`config.mk`:
```
export PLATFORM = sky130hd
export DESIGN_NAME = kf2_div
export DESIGN_NICKNAME = d
export VERILOG_FILES = /design/src/rtl/kf2_div.sv
export SDC_FILE = /design/constraint.sdc
export NUM_CORES = 1
export LEC_CHECK = 0
export ABC_AREA = 1
export BUFFER_PORTS_ARGS = -buffer_cell sky130_fd_sc_hd__buf_2
export CORE_MARGIN = 4
export CORE_UTILIZATION = 30
export CTS_BUF_LIST = sky130_fd_sc_hd__clkbuf_8
export CTS_CLUSTER_SIZE = 40
export DETAILED_ROUTE_END_ITERATION = 6
export PLACE_DENSITY = 0.52
export SYNTH_ARGS = -nofsm -noshare
export SYNTH_HDL_FRONTEND = slang
export SYNTH_SLANG_ARGS = --single-unit
```
`constraint.sdc`:
```
create_clock -name clk -period 4.8 [get_ports clk]
set_input_delay 0.48 -clock clk [delete_from_list [all_inputs] [get_ports clk]]
set_output_delay 0.48 -clock clk [all_outputs]
set_load 0.05 [all_outputs]
```
`src/rtl/kf2_div.sv`:
```
// ============================================================================
// kf2_div: radix-2 restoring divider for the filter gains
// Computes round-to-nearest (ties away) of (n * 2^FRAC) / d, one quotient
// bit per cycle, and returns the signed result clamped to DATA_WIDTH bits.
// ============================================================================
module kf2_div #(
  parameter int DATA_WIDTH = 32,
  parameter int FRAC_BITS  = 16
) (
  input  logic                         clk,
  input  logic                         rst_n,
  input  logic                         start,
  input  logic signed [DATA_WIDTH-1:0] num,
  input  logic signed [DATA_WIDTH-1:0] den,
  output logic                         done,
  output logic signed [DATA_WIDTH-1:0] quo,
  output logic                         sat
);
  localparam int NW = DATA_WIDTH + FRAC_BITS + 1;
  localparam int CW = $clog2(NW + 1);
  localparam int DWD = DATA_WIDTH + 1;

  logic [NW-1:0]  dvd_r, dvd_nxt;
  logic [DWD:0]   rem_r, rem_nxt;
  logic [DWD-1:0] dsr_r, dsr_nxt;
  logic [CW-1:0]  cnt_r, cnt_nxt;
  logic           busy_r, busy_nxt;
  logic           neg_r, neg_nxt;
  logic [DWD:0]   shl;
  logic [DWD:0]   diff;
  logic [DWD-1:0] an, ad;
  logic [NW:0]    mag;
  logic signed [NW+1:0] sq;
  logic signed [NW+1:0] smax, smin;

  assign an = num[DATA_WIDTH-1] ? DWD'(-{num[DATA_WIDTH-1], num})
                                : DWD'({num[DATA_WIDTH-1], num});
  assign ad = den[DATA_WIDTH-1] ? DWD'(-{den[DATA_WIDTH-1], den})
                                : DWD'({den[DATA_WIDTH-1], den});
  assign shl  = {rem_r[DWD-1:0], dvd_r[NW-1]};
  assign diff = shl - {1'b0, dsr_r};

  // Shift in one numerator bit per cycle; the numerator carries
  // the half-divisor offset for rounding via a pre-added term.
  always_comb begin
    dvd_nxt  = dvd_r;
    rem_nxt  = rem_r;
    dsr_nxt  = dsr_r;
    cnt_nxt  = cnt_r;
    busy_nxt = busy_r;
    neg_nxt  = neg_r;
    if (start) begin
      dvd_nxt  = NW'({an, {FRAC_BITS{1'b0}}}) + NW'(ad >> 1);
      rem_nxt  = '0;
      dsr_nxt  = ad;
      cnt_nxt  = CW'(NW);
      busy_nxt = 1'b1;
      neg_nxt  = num[DATA_WIDTH-1] ^ den[DATA_WIDTH-1];
    end else if (busy_r) begin
      if (!diff[DWD]) begin
        rem_nxt = diff;
        dvd_nxt = {dvd_r[NW-2:0], 1'b1};
      end else begin
        rem_nxt = shl;
        dvd_nxt = {dvd_r[NW-2:0], 1'b0};
      end
      cnt_nxt = cnt_r - 1'b1;
      if (cnt_r == CW'(1)) busy_nxt = 1'b0;
    end
  end

  always_ff @(posedge clk) begin
    if (!rst_n) begin
      busy_r <= 1'b0;
      cnt_r  <= '0;
    end else begin
      busy_r <= busy_nxt;
      cnt_r  <= cnt_nxt;
    end
    dvd_r <= dvd_nxt;
    rem_r <= rem_nxt;
    dsr_r <= dsr_nxt;
    neg_r <= neg_nxt;
  end

  // Apply sign and clamp to the word range.
  assign mag  = {1'b0, dvd_r};
  assign sq   = neg_r ? -$signed({1'b0, mag}) : $signed({1'b0, mag});
  assign smax = (NW+2)'((64'sd1 <<< (DATA_WIDTH-1)) - 1);
  assign smin = -smax - 1;
  // Quotient holds once the last bit has been shifted in.
  assign done = ~busy_r;
  assign quo  = (sq > smax) ? DATA_WIDTH'(smax)
              : (sq < smin) ? DATA_WIDTH'(smin) : DATA_WIDTH'(sq);
  assign sat  = (sq > smax) || (sq < smin);
endmodule

```
# Word-level counts from Yosys, hierarchy flattened
# Cells that the tools add are included.
# word_totals
ff_bits,123
latchBits,0
ram_bits,0
mem_bits_ro,0
n_memories,0
# classes
addsub,6
n_mul,0
div,0
n_lt_le_gt_ge,2
n_eq_ne,1
shift,0
mux,14
bitwise_logic,3
n_reduce_logical,3
# op_table
op,count
33-bit 2-to-1 mux,3
49-bit 2-to-1 mux,2
33-bit negator,2
32-bit 2-to-1 mux,2
51-bit by 32-bit greater-than comparator with 1-bit output (second input constant),1
51-bit by 32-bit less-than comparator with 1-bit output (second input constant),1
51-bit 2-to-1 mux,1
49-bit negator with 51-bit output,1
49-bit by 32-bit adder with 49-bit output,1
34-bit by 33-bit subtractor with 34-bit output,1
6-bit 2-to-1 mux,2
6-bit by 1-bit == test with 1-bit output (second input constant),1
6-bit by 1-bit subtractor with 6-bit output (second input constant),1
1-bit 2-to-1 mux,4
1-bit NOT,2
2-bit nonzero test,1
2-bit OR reduction,1
1-bit logical OR,1
1-bit XOR,1

# Longest topological paths before layout
# logic_depth
ltp_word,5
mapped_depth,27
depth_no_buf,27

# Worst setup path before layout
# No wires, ideal clock.
# synth_timing
kind,input to register
startpoint,input den[1]
endpoint,"register dvd_r[46], data pin"
setup_ns,0.254
arrival_time_ns,3.627
required_time_ns,4.546
setup_slack_ns,0.920
path_stages,26
path_buffers,0
path_cell_list,inv_1 ha_1 inv_1 nor3_1 nand2_1 nor3_2 nand4_1 inv_1 nand4_1 nand2_1 xor2_1 inv_1 fa_1 inv_1 nand2_1 nand2_1 a21oi_1 o21ai_1 nand2_1 and2_1 nor2_2 nand3_1 nor2_2 nand3_1 nand3_1 nand2_1
# synth_between
elab_chain_cells,4
# synth_lines
element,line,text
from (decl),14,"input logic signed [DATA_WIDTH-1:0] den,"
33-bit negator,38,"assign ad = den[DATA_WIDTH-1] ? DWD'(-{den[DATA_WIDTH-1], den})"
33-bit 2-to-1 mux,38,
via ad[18],31,"logic [DWD-1:0] an, ad;"
49-bit by 32-bit adder with 49-bit output,53,"dvd_nxt = NW'({an, {FRAC_BITS{1'b0}}}) + NW'(ad >> 1);"
49-bit 2-to-1 mux,52,if (start) begin
via dvd_nxt[46],23,"logic [NW-1:0] dvd_r, dvd_nxt;"
to (signal assigned),80,dvd_r <= dvd_nxt;
to (decl),23,
# The timed path passes the listed nets, and every way through them passes these cells.
# A chain may end at the register's enable or synchronous reset.

# Worst setup path in the final report
# Ends and elaborated chain as after synthesis.

==> impl_summary.md <==
GRT
The maximum number of pins on one net before global-route repair is 87. The number of antenna violations at the first check in global routing came to 6. The global-route usage over all layers is 17.2%. The first-pass GRT wire length is 58,400 um. The total global routing overflow is 0. The number of global-route vias before repair is 11.1k.

Synth
The share of flip-flops with an asynchronous set or reset is 0%. The synthesized instance count is 1,793. The count of warnings emitted by yosys is 0. The portion of synthesized cell area occupied by the leading cell type is 21.0%. The sequential fraction of the synthesis area is 27.8%. In the post-synthesis netlist, the biggest area contributors are edfxtp_1 (21%), nand2_1 (17%), nor2_1 (6.8%). The most instantiated library cell after synthesis is nand2_1. The largest area contributor in the netlist is edfxtp_1. The number of distinct standard cells referenced by the synthesized netlist is 56. A synthesized cell averages 6.61 um^2. The number of enable-type register cells in the synthesized netlist is 83. By count the netlist is led by nand2_1 (552), nor2_1 (215), inv_1 (188). The synthesized flop and latch total is 123. The post-synthesis instance area is 0.0119 mm^2. The top flip-flop cell by instance count after synthesis is edfxtp_1.

Timing
The number of setup violations in the final report is 0. The final worst clock skew is 0.0173 ns. The maximum operating frequency is 250 MHz. The total negative slack for setup checks is 0 ns. The worst-case setup margin in the final layout is 0.798 ns.

The portion of the clock cycle consumed by the worst path in the final layout is 83.4%. For the pin with the worst max-slew slack, the measured transition is 1.01 ns. The number of max-slew violations in the final report is 0. Setup repair after global routing left no endpoint under its margin. The clock period minus worst slack is 4.00 ns. Headroom to the max-slew limit came out at 32.4%. The final hold violation count is 0.

CTS
The clock buffer count from CTS is 17. The clock root buffer is clkbuf_8. The H-tree was split into 4 levels. The clock reaches the later pin of the worst-skew pair after 0.49 ns. The maximum buffer depth of the clock tree is 2. Clock-pin slew was measured on the worst setup and hold paths at 0.08 ns. The hold buffer count at CTS is 0. The number of clock sinks is 123. The number of setup buffers added after CTS is 0.

Once the clock tree was built, the resizer swapped 0 gates to a different size. The TritonCTS clock tree is done.

Pwr
For this design the ratio of total power to cell area is 274 mW/mm^2. The relative contribution of combinational cells to total power is 35.6%. The leakage power is 0.00594 uW. The switching fraction of total power is 40.5%. The share of total power in sequential cells is 37.9%. IR analysis of the VDD net gives a maximum drop of 0.126 mV. The switching component of the power is 1470 uW.

Total power for the finished layout comes to 3630 uW. The share of total power dissipated in the clock network is 26.4%. The internal portion of the total power is 2160 uW.

Worst setup path
The reg2reg setup slack is 1.40 ns. The category of the critical setup timing path is input port to register. The largest stage delay on the critical path is 0.41 ns.

Of all nets on the critical path, the largest fanout is 4. The cell count of the worst reg-to-reg path is 13. The worst flop-to-flop path endpoint is dvd_r[0]. For this design, the slowest cell found on the critical path is fa_1. Data on the critical path is required at its endpoint by 5.03 ns.

The element type at the critical path end is a register. The cell repeated most along the worst path is nand2_1. The worst flop-to-flop path startpoint is dsr_r[23]. STA puts the critical path data arrival time at 4.23 ns. The startpoint kind of the worst setup timing path is an input port.

Status
The run finished with clean final reports.

Cells and area
The layout net count is 2,004. The sequential cells in the finished layout cover a total of 0.00329 mm^2. The share of layout cells above drive strength 1 is 12.0%. Relative to the synthesized area, the layout overhead comes to 11.8%.

Counting the fill cells in the layout gives 4,311. The combined area of the multi-input logic cells is 0.00758 mm^2. The final non-filler cell total is 2,414.

Routing
The routed design has 36,600 um of wire. The number of vias in the routed layout is 11.6k. In the routed layout, each cell is associated on average with a via count of 4.79. After the first detailed-routing iteration, the DRC count stood at 883. Before antenna repair, the detailed router went through 6 iterations.

The count of nets left with antenna violations once routing finished came out at 0. The routed wirelength normalized by instance count is 15.2 um. For this run, design rule violations remaining after detail routing come to 0.

Die
The die area is 0.0427 mm^2. The y dimension of the die is 207 um. The core region is 0.0388 mm^2. The site row count is 72.

The top-level port count is 101. The x dimension of the die is 207 um. For this configuration, the core starts out at a cell density of 30.5%.

Hold path
The start point of the worst hold path is den[0]. The type of the most critical hold path is input port to register. The destination of the worst hold path is dsr_r[0]. Counting instances, the worst hold path has a depth of 1.

Placed design
The cell count after placement is 2,380. Port buffering added 100 buffers. Detailed placement ended at an HPWL of 29,500 um.

The congestion estimate from routability-driven global placement came to 0.922. OpenSTA, run right after detailed placement, puts the worst setup slack at 0.279 ns.

Run
The reported max-cap violation count is 0.
[worst max path at each step]
stage                      start         to  slack [ns]  depth (start not counted)
after floorplan           den[1]  dvd_r[46]        0.92                         26
final                     den[1]  dvd_r[46]        0.80                         27
after detailed placement  den[1]  dvd_r[46]        0.28                         27
after global placement    den[1]  dvd_r[46]        0.32                         27
after CTS                 den[1]  dvd_r[46]        0.80                         27
after global routing      den[1]  dvd_r[46]        0.21                         27
[state kept, by name, summed over array words and instances (netlist names)]
signal and flops:
neg_r 1, cnt_r 6, busy_r 1, dsr_r 33, rem_r 33, dvd_r 49
[worst max-delay path: cells and delay by family]
family | cells | cell delay (ns)
AOI/OAI and AO/OA | 2 | 0.39
and+or+nand+nor | 16 | 2.03
adders and majority gates | 2 | 0.57
buffers and inverters | 6 | 0.51
xor gates and xnor gates | 1 | 0.24
[layout make-up]
| class | instances | share of cell area, % |
|---|---|---|
| multi-input cells | 1431 | 57.2 |
| flip-flops and latches | 123 | 24.9 |
| inverters | 196 | 5.55 |
| well taps | 518 | 4.89 |
| repair buffers | 112 | 4.48 |
| clock buffers | 17 | 1.77 |
| clock inverters | 15 | 1.18 |
| diodes | 2 | 0.0378 |
[routing by layer]
metal  vias up  wire length, um  GRT usage, %
met5         -               62             0
met4        10              703          5.00
met3        49             2090          3.12
met2       273            15200          26.3
met1      5205            18500          24.9
li1       6014                -             -
[power by group through the flow]
stage	sequential [uW]	clock, uW	combinational (uW)
2_1_floorplan	1350	0	979
3_3_place_gp	1400	0	1290
3_5_place_dp	1400	0	1300
4_1_cts	1380	995	1300
5_1_grt	1390	1040	1440
6_report	1380	958	1290
[cell usage in the layout, fill, tap and decap left out, drive strengths merged, types with 51 or more instances in the layout]
| cell type | synthesis | routed |
|---|---|---|
| xnor2 | 51 | 51 |
| ha | 54 | 54 |
| a21oi | 74 | 74 |
| nor2 | 242 | 242 |
| nand2 | 579 | 579 |
| buf | 16 | 112 |
| inv | 192 | 192 |
| o21ai | 95 | 95 |
| xor2 | 74 | 74 |
| nand3 | 110 | 110 |
| edfxtp | 83 | 83 |
[kinds of logic after synthesis]
logic type	after synthesis	synth area share [%]
other cells	1	0.0316
compound gates	233	11.4
buf+inv	240	8.38
fa+ha+maj	56	6.04
flops	123	27.8
simple gates	1015	37.1
xor+xnor	125	9.30
[metrics by stage]
step           instance area (um^2)  utilization, %  hold WS, ns
2_1_floorplan                 11900               -        0.444
3_3_place_gp                  12900            33.1        0.460
3_5_place_dp                  12900            33.1        0.461
4_1_cts                       13200            34.1        0.171
5_1_grt                       13200            34.1        0.181
6_report                      13200            34.1        0.208
No activity file was read; power rests on OpenSTA's default activity.
